$ cat config.mk
export PLATFORM = sky130hd
export DESIGN_NAME = hca_sym_mem
export DESIGN_NICKNAME = d
export VERILOG_FILES = /design/src/rtl/core/hca_pkg.sv /design/src/rtl/core/hca_sym_mem.sv
export SDC_FILE = /design/constraint.sdc
export NUM_CORES = 2
export LEC_CHECK = 0
export BUFFER_PORTS_ARGS = -buffer_cell sky130_fd_sc_hd__buf_2
export CORE_MARGIN = 5
export CORE_UTILIZATION = 25
export DETAILED_ROUTE_END_ITERATION = 10
export SYNTH_ARGS = -nofsm -noshare
export SYNTH_HDL_FRONTEND = slang
export SYNTH_MEMORY_MAX_BITS = 65536
export SYNTH_SLANG_ARGS = --single-unit
$ cat constraint.sdc
create_clock -name i_clk -period 3.1 [get_ports i_clk]
set_input_delay 0.62 -clock i_clk [delete_from_list [all_inputs] [get_ports i_clk]]
set_output_delay 0.62 -clock i_clk [all_outputs]
set_load 0.01 [all_outputs]
$ cat src/rtl/core/hca_pkg.sv
package hca_pkg;

    localparam int SYM_W   = 9;
    localparam int BYTE_W  = 8;
    localparam int EVENT_W = 3;

    typedef enum logic [2:0] {
        PH_COUNT,
        PH_SYMBOLS,
        PH_LENGTHS,
        PH_NAME,
        PH_DATA,
        PH_HALT
    } t_phase;

    typedef enum logic [EVENT_W-1:0] {
        EV_NAME_CHAR   = 3'd0,
        EV_DATA_BYTE   = 3'd1,
        EV_NAME_END    = 3'd2,
        EV_FILE_END    = 3'd3,
        EV_ARCHIVE_END = 3'd4,
        EV_ERROR       = 3'd5
    } t_event;

    typedef enum logic [1:0] {
        CFG_NAME_END    = 2'd0,
        CFG_NEXT_FILE   = 2'd1,
        CFG_ARCHIVE_END = 2'd2
    } t_cfg_idx;

    typedef struct packed {
        t_event             ev;
        logic [BYTE_W-1:0]  byte_val;
    } t_result;

endpackage

$ cat src/rtl/core/hca_sym_mem.sv
module hca_sym_mem #(
    parameter int DEPTH = 512,
    parameter int AW    = 9
) (
    input  logic                      i_clk,
    input  logic                      i_we,
    input  logic [AW-1:0]             i_waddr,
    input  logic [hca_pkg::SYM_W-1:0] i_wdata,
    input  logic                      i_re,
    input  logic [AW-1:0]             i_raddr,
    output logic [hca_pkg::SYM_W-1:0] o_rdata
);
    import hca_pkg::*;

    logic [SYM_W-1:0] r_mem [DEPTH];
    logic [SYM_W-1:0] r_rdata;

    always_ff @(posedge i_clk) begin
        if (i_we) begin
            r_mem[i_waddr] <= i_wdata;
        end
    end

    always_ff @(posedge i_clk) begin
        if (i_re) begin
            r_rdata <= r_mem[i_raddr];
        end
    end

    assign o_rdata = r_rdata;
endmodule

[Yosys cells after proc, flatten, opt, wreduce, memory -nomap -nowiden]
Memories as Yosys holds them, arrays and structs flattened. A register that Yosys moved wholly into a read port is not among the register bits.
Index checks and enable logic that the tools add are counted.
Storage, ports and cells
  register bits: 0
  RAM bits: 4608
  bits of input ports: 30
  output and inout port bits: 9
  memories kept: 1
Memory list
  r_mem: words 512, bits a word 9, read ports 1, clocked after memory_dff 1, wr ports 1, line hca_sym_mem.sv:15  | logic [SYM_W-1:0] r_mem [DEPTH];
Operators by class
  multiplexer cells: 2
Operators by type and width (count)
  2-to-1 mux 1 bit: 2

[Depth between registers and ports, before layout]
  depth after elaboration: 2
  mapped depth: 13
  depth with buffers taken out: 7

[Least setup slack after synthesis]
Ideal clock, no wire load.
  kind: input port to flip-flop
  from: input i_raddr[0]
  to: register r_rdata[0], in the netlist o_rdata[0], read port of r_mem (data pin)
  setup time: 0.257 ns
  arrival time: 2.539 ns
  data required time: 2.843 ns
  setup slack: 0.304 ns
  stages on the path: 9
  buffers on the path: 4
  cell sequence: buf_6 buf_12 buf_12 buf_4 mux4_2 mux4_2 o21ai_1 o21ai_1 and4bb_1
RTL lines
  from (decl): line hca_sym_mem.sv:10  | input logic [AW-1:0] i_raddr,
  to (decl): line hca_sym_mem.sv:16  | logic [SYM_W-1:0] r_rdata;

==> impl_metrics.json <==
{
  "synth_fp_nets": 8918,
  "via_per_inst": 4.71,
  "cts.sinks": 4617,
  "critPathKind": "primary input to flop",
  "fin_nets": 10500,
  "yosysSeqAreaShare_pct": 77.2,
  "core_area_um2": 717000,
  "syn_area_per_cell_um2": 20.2,
  "worstSetupStartpointType": "primary input",
  "setup_violations": 0,
  "setup_ws_ps": 0.988,
  "startpoint": "i_raddr[0]",
  "numPortBuffers": 38,
  "yosys.area_share.adder_pct": 0,
  "timing.rr.start": "r_mem[502][0]$_DFFE_PP_",
  "die_y_um": 858,
  "yosys_most_used_dff": "edfxtp_1",
  "powerDensity_nw_per_um2": 601,
  "p_leak_uw": 0.0705,
  "clock_skew_ps": 55.9,
  "worstPathRequired_ps": 3860,
  "grt_use_total_pct": 13.2,
  "fill_cells": 69300,
  "dr_wl_met3_um": 39400,
  "synth-edff-count": 4617,
  "hold_path_depth": 1,
  "yosys_warnings": 0,
  "tns_ps": 0,
  "fin_hold_ws_ps": 77.3,
  "final_util_pct": 30.5,
  "synthDistinctLibCells": 50,
  "wl_per_cell_um": 24.8,
  "synthMuxAreaShare_pct": 14.4,
  "drtIter0Drc": 11300,
  "power_uw": 131000,
  "r2r_slack_ps": 160,
  "vias": 95800,
  "worst_setup_path_end_kind": "flop",
  "rr_endpoint": "o_rdata[0]$_DFFE_PP_",
  "drt-met1-wl_um": 211000,
  "synthArstFlopShare_pct": 0,
  "cts_root_buffer": "clkbuf_16",
  "critPathMaxFanout": 13,
  "reg2reg_depth": 8,
  "synth_top_family_by_area": "multiplexers",
  "ys_ff_latch": 4617,
  "gp_congestion": 0.855,
  "grt_pass1_wl_um": 718000,
  "syn_area_um2": 180000,
  "ant_nets": 0,
  "grt_max_degree": 99,
  "dpl.hpwl_um": 330000,
  "min_period_over_period_pct": 100,
  "gr-total-overflow": 0,
  "drt-total-wl_um": 505000,
  "top_layer": "met5",
  "initial_core_util_pct": 25.1,
  "endpoint": "o_rdata[3]$_DFFE_PP_",
  "cts_htree_levels": 5,
  "peakVddDrop_mv": 0.456,
  "outcome": "finished clean",
  "route.detailed.drc": 0,
  "finalHoldViolCount": 0,
  "synthToLayoutAreaGrowth_pct": 21.5,
  "numCtsBuffers": 468,
  "slew-limit-headroom_pct": 13.7,
  "maxCapViolations": 0,
  "slew_viol_final": 0,
  "synth-xor-area-share_pct": 0,
  "ios": 39,
  "die_w_um": 858,
  "min_path_type": "primary input to flop",
  "pre_cts_slack_ps": -999,
  "syn_inst": 8888,
  "grt_pass1_vias": 95700,
  "wl_met2_um": 238000,
  "clock_latency_ps": 1010,
  "synth_compound_area_share_pct": 4.30,
  "clk_pin_slew_ps": 60,
  "synthSimpleGateAreaFrac_pct": 2.33,
  "rows": 311,
  "min_period_ps": 3100,
  "drive_gt1_share_pct": 28.5,
  "cts_tree": "done",
  "critPathArrivalTime_ps": 3860,
  "grt_setup_unrepaired": "false",
  "tightest_slew_ps": 1290,
  "clk_path_buf_depth": 4,
  "max_freq_mhz": 323,
  "die_area_um2": 736000,
  "first_pass_iters": 6,
  "grt_antenna_before_repair": 40
}
==> state kept, by name (all words and copies together), names as in the netlist <==
signal and count:
r_mem 4608, o_rdata 9
==> worst min-delay path by stage <==
stage	start	endpoint	slack, ps
6_report	i_wdata[4]	r_mem[63][4]$_DFFE_PP_	80
4_1_cts	i_wdata[0]	r_mem[58][0]$_DFFE_PP_	20
3_3_place_gp	i_wdata[4]	r_mem[62][4]$_DFFE_PP_	1070
3_5_place_dp	i_wdata[4]	r_mem[63][4]$_DFFE_PP_	1070
2_1_floorplan	i_wdata[0]	r_mem[0][0]$_DFFE_PP_	720
5_1_grt	i_re	o_rdata[8]$_DFFE_PP_	50
==> where the power goes <==
| group | internal, µW | total, µW | switching [µW] |
|---|---|---|---|
| logic | 2860 | 7490 | 4640 |
| registers | 68800 | 68800 | 91.4 |
| clock network | 31300 | 54900 | 23700 |
==> logic make-up after synthesis <==
family | after synthesis
AO/OA/AOI/OAI | 1102
flip-flops | 4617
buffers and inverters | 566
multiplexers | 1643
AND/OR/NAND/NOR | 960
==> stage by stage <==
stage               area (µm²)  cells
floorplan               180000   8888
global placement        203000  19500
detailed placement      203000  19500
CTS                     218000  20300
global route            218000  20400
finish                  218000  20400
==> synth_stat cells, drive strengths merged, types with 8 or more instances <==
library cell | number | area [µm²]
a211oi | 15 | 113
a21oi | 217 | 1090
a221o | 8 | 80.1
a22oi | 51 | 383
a31oi | 13 | 81.3
and2 | 17 | 106
and3 | 9 | 56.3
and4 | 8 | 70.1
and4bb | 8 | 100
buf | 319 | 2400
clkbuf | 243 | 912
edfxtp | 4617 | 139000
mux2 | 17 | 191
mux2i | 879 | 8800
mux4 | 747 | 16800
nand2 | 125 | 469
nand3 | 25 | 125
nand4 | 66 | 413
nor2 | 601 | 2260
nor3 | 47 | 240
nor4 | 28 | 181
o21ai | 145 | 726
o221ai | 431 | 3810
o22a | 8 | 70.1
o22ai | 192 | 1200
o31ai | 19 | 143
==> metal layers <==
| layer | GRT usage [%] | up-vias |
|---|---|---|
| li1 | - | 40300 |
| met1 | 18.2 | 50600 |
| met2 | 21.2 | 4095 |
| met3 | 2.16 | 786 |
| met4 | 4.16 | 22 |
| met5 | 0 | - |
==> worst max-delay path: stages <==
cell and delay [ps]:
buf_12 200, buf_16 260, buf_4 280, buf_4 240
mux2i_1 260, o221ai_1 230, o31ai_1 380, nor4_1 130
nand4_1 310, nand4_1 410, buf_4 280, and4bb_1 180
==> layout by cell type, fill, tap and decap left out, drive strengths merged, types with 13 or more instances in the layout <==
master    count
bufinv       41
buf        1626
mux2i       879
inv          15
nand2       125
edfxtp     4617
clkbuf      578
nand3        25
a21oi       217
o22ai       192
o21ai       145
mux2         17
nor4         28
a211oi       15
and2         17
diode        21
nand4        66
nor2        601
clkinv      200
a31oi        13
clkinvlp     19
mux4        747
nor3         47
a22oi        51
o221ai      431
o31ai        19
==> cell type report <==
| cell class | instances | area (µm²) | share of cell area [%] |
|---|---|---|---|
| antenna | 21 | 52.6 | 0.0241 |
| clock inverter | 271 | 2620 | 1.20 |
| timing repair buffer | 1626 | 14900 | 6.81 |
| sequential | 4617 | 139000 | 63.5 |
| multi-input combinational | 3705 | 37900 | 17.4 |
| tap | 9546 | 11900 | 5.47 |
| inverter | 4 | 23.8 | 0.0109 |
| clock buffer | 578 | 12200 | 5.58 |
==> repair_timing <==
action,4_1_cts,5_1_grt
hold buffers,0,0
setup endpoints to repair,0,3
buffers inserted,0,0
gates resized for setup,0,8
Power figures use the tool's default switching activity.
