===== src/rtl/core/hca_pkg.sv =====
package hca_pkg;

    localparam int SYM_W   = 9;
    localparam int BYTE_W  = 8;
    localparam int EVENT_W = 3;

    typedef enum logic [2:0] {
        PH_COUNT,
        PH_SYMBOLS,
        PH_LENGTHS,
        PH_NAME,
        PH_DATA,
        PH_HALT
    } t_phase;

    typedef enum logic [EVENT_W-1:0] {
        EV_NAME_CHAR   = 3'd0,
        EV_DATA_BYTE   = 3'd1,
        EV_NAME_END    = 3'd2,
        EV_FILE_END    = 3'd3,
        EV_ARCHIVE_END = 3'd4,
        EV_ERROR       = 3'd5
    } t_event;

    typedef enum logic [1:0] {
        CFG_NAME_END    = 2'd0,
        CFG_NEXT_FILE   = 2'd1,
        CFG_ARCHIVE_END = 2'd2
    } t_cfg_idx;

    typedef struct packed {
        t_event             ev;
        logic [BYTE_W-1:0]  byte_val;
    } t_result;

endpackage


===== src/rtl/core/hca_out_if.sv =====
interface hca_out_if;
    logic       valid;
    logic       ready;
    logic [2:0] event_res;
    logic [7:0] byte_value;

    modport source (output valid, output event_res, output byte_value, input ready);
    modport sink   (input valid, input event_res, input byte_value, output ready);
endinterface


===== src/rtl/core/hca_out_fifo.sv =====
module hca_out_fifo (
    input  logic               i_clk,
    input  logic               i_rst_n,
    input  logic               i_push,
    input  hca_pkg::t_result   i_push_data,
    output logic [1:0]         o_count,
    hca_out_if.source          o_out
);
    import hca_pkg::*;

    t_result    r_slot [2];
    logic       r_wr;
    logic       r_rd;
    logic [1:0] r_count;
    logic       pop;

    assign pop = o_out.valid & o_out.ready;

    always_ff @(posedge i_clk) begin
        if (!i_rst_n) begin
            r_wr    <= 1'b0;
            r_rd    <= 1'b0;
            r_count <= 2'd0;
        end else begin
            if (i_push) begin
                r_wr <= ~r_wr;
            end
            if (pop) begin
                r_rd <= ~r_rd;
            end
            r_count <= r_count + 2'(i_push) - 2'(pop);
        end
    end

    always_ff @(posedge i_clk) begin
        if (i_push) begin
            r_slot[r_wr] <= i_push_data;
        end
    end

    assign o_out.valid      = (r_count != 2'd0);
    assign o_out.event_res  = r_slot[r_rd].ev;
    assign o_out.byte_value = r_slot[r_rd].byte_val;
    assign o_count          = r_count;
endmodule


===== src/flat_wrapper.sv =====
// flat-port wrapper written by rule: the top's interface ports become plain ports
module hca_out_fifo_flat import hca_pkg::*;
  (i_clk, i_rst_n, i_push, i_push_data, o_count, o_out_valid, o_out_event_res, o_out_byte_value, o_out_ready);
  hca_out_if o_out_i ();
  input  logic i_clk;
  input  logic i_rst_n;
  input  logic i_push;
  input  hca_pkg::t_result i_push_data;
  output logic [1:0] o_count;
  output wire logic [$bits(o_out_i.valid)-1:0] o_out_valid;
  output wire logic [$bits(o_out_i.event_res)-1:0] o_out_event_res;
  output wire logic [$bits(o_out_i.byte_value)-1:0] o_out_byte_value;
  input wire logic [$bits(o_out_i.ready)-1:0] o_out_ready;
  assign o_out_valid = o_out_i.valid;
  assign o_out_event_res = o_out_i.event_res;
  assign o_out_byte_value = o_out_i.byte_value;
  assign o_out_i.ready = o_out_ready;
  hca_out_fifo u_core (.i_clk(i_clk), .i_rst_n(i_rst_n), .i_push(i_push), .i_push_data(i_push_data), .o_count(o_count), .o_out(o_out_i));
endmodule

===== config.mk =====
export PLATFORM = sky130hd
export DESIGN_NAME = hca_out_fifo_flat
export DESIGN_NICKNAME = d
export VERILOG_FILES = /design/src/rtl/core/hca_pkg.sv /design/src/rtl/core/hca_out_if.sv /design/src/rtl/core/hca_out_fifo.sv /design/src/flat_wrapper.sv
export SDC_FILE = /design/constraint.sdc
export NUM_CORES = 1
export LEC_CHECK = 0
export BUFFER_PORTS_ARGS = -buffer_cell sky130_fd_sc_hd__buf_2
export CAP_MARGIN = 30
export CORE_UTILIZATION = 55
export CTS_BUF_LIST = sky130_fd_sc_hd__clkbuf_4
export DETAILED_ROUTE_END_ITERATION = 7
export PLACE_DENSITY = 0.87
export SLEW_MARGIN = 20
export SYNTH_ARGS = -nofsm -noshare
export SYNTH_HDL_FRONTEND = slang
export SYNTH_SLANG_ARGS = --single-unit

===== constraint.sdc =====
create_clock -name i_clk -period 3.3 [get_ports i_clk]
set_input_delay 0.33 -clock i_clk [delete_from_list [all_inputs] [get_ports i_clk]]
set_output_delay 0.33 -clock i_clk [all_outputs]
set_load 0.05 [all_outputs]

After elaboration in Yosys (flattened, before gate mapping)
Memories as Yosys holds them, arrays and structs flattened. A register that Yosys moved wholly into a read port is not among the register bits.
Index checks and enable logic that the tools add are counted.

word-level totals
  input bits = 15
  output and inout bits = 14
  bits in writable memories = 22
  memories = 1
  word-level logic and storage cells = 14
  flip-flop bits (word level) = 4

operators by class
  reduce and logical (&&, ||, !) cells = 1
  add/subtract/negate cells = 2
  bitwise gates (word level) = 3
  mux-type cells = 4

memory list
  memory         depth  width  rd ports  clocked after memory_dff  wr ports  RTL line            text
  u_core.r_slot  2      11     1         1                         1         hca_out_fifo.sv:11  t_result r_slot [2];

operators with widths
  kind                                         count
  1-bit two-way mux                            4
  2-bit by 1-bit adder with 2-bit output       1
  1-bit NOT                                    2
  2-bit nonzero test                           1
  2-bit by 1-bit subtractor with 2-bit output  1
  1-bit bitwise AND                            1

Logic depth before layout (Yosys ltp)
  word-level depth = 4
  mapped depth = 6
  gate-level depth less buffers = 6

Least setup slack after synthesis
OpenSTA, ideal clock, no wires.

  path kind = register to register
  start point = register u_core.r_count[0] (netlist: u_core.o_count[0])
  end point = register u_core.r_count[1] (netlist: u_core.o_count[1])
  cell stages (with the launch flop) = 7
  arrival time = 1.630 ns
  path buffers = 0
  setup slack = 1.609 ns
  setup time = 0.062 ns
  path through = dfxtp_1 > o21a_1 > ha_1 > inv_1 > ha_1 > xnor3_1 > nor2b_2

on the way
  cells in the longest elaborated chain, start to end = 3

ends and longest elaborated chain
  item                                         RTL line            text
  start: declaration                           hca_out_fifo.sv:14  logic [1:0] r_count;
  start signal: assignment                     hca_out_fifo.sv:31  r_count <= r_count + 2'(i_push) - 2'(pop);
  2-bit nonzero test                           hca_out_fifo.sv:41  assign o_out.valid = (r_count != 2'd0);
  1-bit bitwise AND                            hca_out_fifo.sv:17  assign pop = o_out.valid & o_out.ready;
  named net u_core.pop                         hca_out_fifo.sv:15  logic pop;
  2-bit by 1-bit subtractor with 2-bit output  hca_out_fifo.sv:31

The timed path passes the listed nets, and every way through them passes these cells.
A chain may end at the register's enable or synchronous reset.

==> results.ini <==
[yosys]
synth_edf_count = 22
synth-seq-area-share = 0.737
synth_top_area_share = 0.640
syn_area_per_cell_sq_um = 18.4
synthTopCellsByArea = edfxtp_1, mux2_2, dfxtp_1
synth_most_common_cell = edfxtp_1
synth_cells = 56
ys_types = 15
yosys-top-cells-count = edfxtp_1, mux2_2, dfxtp_1
ys_warn_count = 0
synth_top_flop_cell = edfxtp_1
yosys.area.top_type = edfxtp_1
async_flop_share = 0
synth_seq_cells = 27
syn_area_sq_um = 1030
synth_nets = 73

[grt]
grt_util_all_layers = 0.158
grt_pass1_vias = 542
antenna_found_initial = 0
grt_pass1_wl_um = 2220
grt_max_degree = 16
grt_overflow = 0
grt.met3_usage = 0.0240
grt_use_met1 = 0.191
met2_usage = 0.261
grt_busiest_layer = met2

[setup_path]
path_cells = mux2_2, buf_2
cp_top_family = flip-flops
worst_path_largest_cell_delay_ps = 630
path_max_fanout = 11
critPathCaptureType = primary output
path_buf_inv = 1
start_kind = flop
worstSetupPathType = reg -> out
arrival_ps = 1540
slowest_stage = dfxtp_1
cp.required_ps = 2970

[die]
die_w_um = 45.3
initial_core_util = 0.591
die_h_um = 45.3
placementRows = 15
coreArea_sq_um = 1750
dieArea_sq_um = 2050
io_pins = 29

[finish]
utilization = 0.705
fin_cells = 113
drive_above_1_share = 0.523
nNetsFinal = 106
synthToLayoutAreaGrowth_pct = 19.3
antenna_cells = 0

[sta]
hold_violations = 0
finalSetupViolCount = 0
fin_worst_skew_ps = 1.15
tightest_slew_ps = 587
finalMaxSlewViolations = 0
post-route-min-period_ps = 1870
fin_tns_setup_ps = 0
whs_ps = 201
rsz0062_at_grt = false
max_freq_ghz = 0.535
period_share = 0.566
slew_headroom = 0.608

[drt]
route.detailed.drc = 0
drt_iter0_markers = 4
dr_total_vias = 553
viasPerCell = 4.89
ant_nets = 0
wire_per_inst_um = 11.8
wl_um = 1330
dr.pass1.iters = 4

[power]
power_density_nw_per_um2 = 760
power.switching_uw = 356
p_leak_uw = 0.000494
swShare = 0.381
ir_drop_mv = 0.507
p_seq_frac = 0.465
clkPwrFrac = 0.139
power_frac_comb = 0.396
p_int_uw = 579

[clock_network]
root_buffer = clkbuf_4
cts_resized = 0
path_clk_slew_ps = 130
htreeDepth = 1
postCtsSetupRepairBufs = 0
insertion_delay_ps = 300
hold_buffers = 0
cts_buffer_depth = 2
numCtsBuffers = 3
cts_num_sinks = 27
cts_tree = yes

[place]
place_inst = 108
hpwlAfterDp_um = 972
gp_congestion = 0.624
portBuffers = 28

[min_path]
hold_class = in -> reg

[status]
run_status = finished, final reports clean

[job]
drv_cap = 0

state kept, by name, summed over array words and instances, names as in the netlist, named ones only:
register,flops
u_core.o_count,2
u_core.r_rd,1
u_core.r_slot,22
u_core.r_wr,1
per-layer routing:
metal	up-vias	wire, um	share of wire
li1	270	-	-
met1	267	548	0.41
met2	14	720	0.54
met3	2	41	0.031
met4	0	23	0.017
met5	-	0	0
worst register-to-register path, stage by stage (launching register included):
cell and delay [ps]:
dfxtp_1 360, o21a_1 230, ha_1 290, inv_1 60
ha_1 140, xnor3_1 230, nor2b_2 100
logic make-up (layout without fill, tap and decap cells):
group,after synthesis,in the layout,synth area share
AO/OA/AOI/OAI,2,2,0.0145
XOR/XNOR,1,1,0.0218
adder cells (fa/ha/maj),2,2,0.0242
buffers and inverters,3,35,0.0146
flip-flops,27,27,0.737
multiplexers,13,13,0.139
AND/OR/NAND/NOR,8,8,0.0485
path summary, 6_finish.rpt:
path / depth (start not counted) / startpoint / slack, ps / to
setup reg to reg: 6 / u_core.o_count[1]$_SDFF_PN0_ / 1840 / u_core.o_count[1]$_SDFF_PN0_
setup / recovery: 2 / flop / 1430 / o_out_byte_value[3]
hold reg to reg: 2 / u_core.r_rd$_SDFFE_PN0P_ / 510 / u_core.r_rd$_SDFFE_PN0P_
hold / removal: 1 / i_push_data[0] / 200 / u_core.r_slot[0][0]$_DFFE_PP_
metrics by stage:
stage | total power (uW) | setup WS, ps | area (sq um)
floorplan | 746 | 1610 | 1030
global placement | 807 | 1700 | 1200
detailed placement | 815 | 1610 | 1200
CTS | 943 | 1390 | 1220
global route | 985 | 1330 | 1230
finish | 935 | 1430 | 1230
placed cells by master (no fill, tap or decap):
cell type,instances
edfxtp_1,22
buf_4,1
buf_2,28
ha_1,2
clkinv_2,1
or2_2,1
xnor3_1,1
nand2b_1,1
inv_1,2
and2_1,2
nand2_1,1
mux2_2,11
nor2b_2,1
mux2i_1,2
o21a_1,2
dfxtp_1,5
clkbuf_4,3
nor2b_1,2
power by group through the flow:
stage	Combinational, uW	Clock, uW	Sequential, uW
CTS	373	135	436
floorplan	277	0	469
finish	370	130	435
global route	391	151	442
detailed placement	372	0	444
global placement	365	0	442
final cells by class:
cell class	count	area [sq um]
multi-input combinational	26	256
fill	131	514
clock buffer	3	22.5
clock inverter	1	5.00
inverter	2	7.51
sequential	27	761
tap	25	31.3
timing repair buffer	29	148
(Power assumes the default switching activity.)
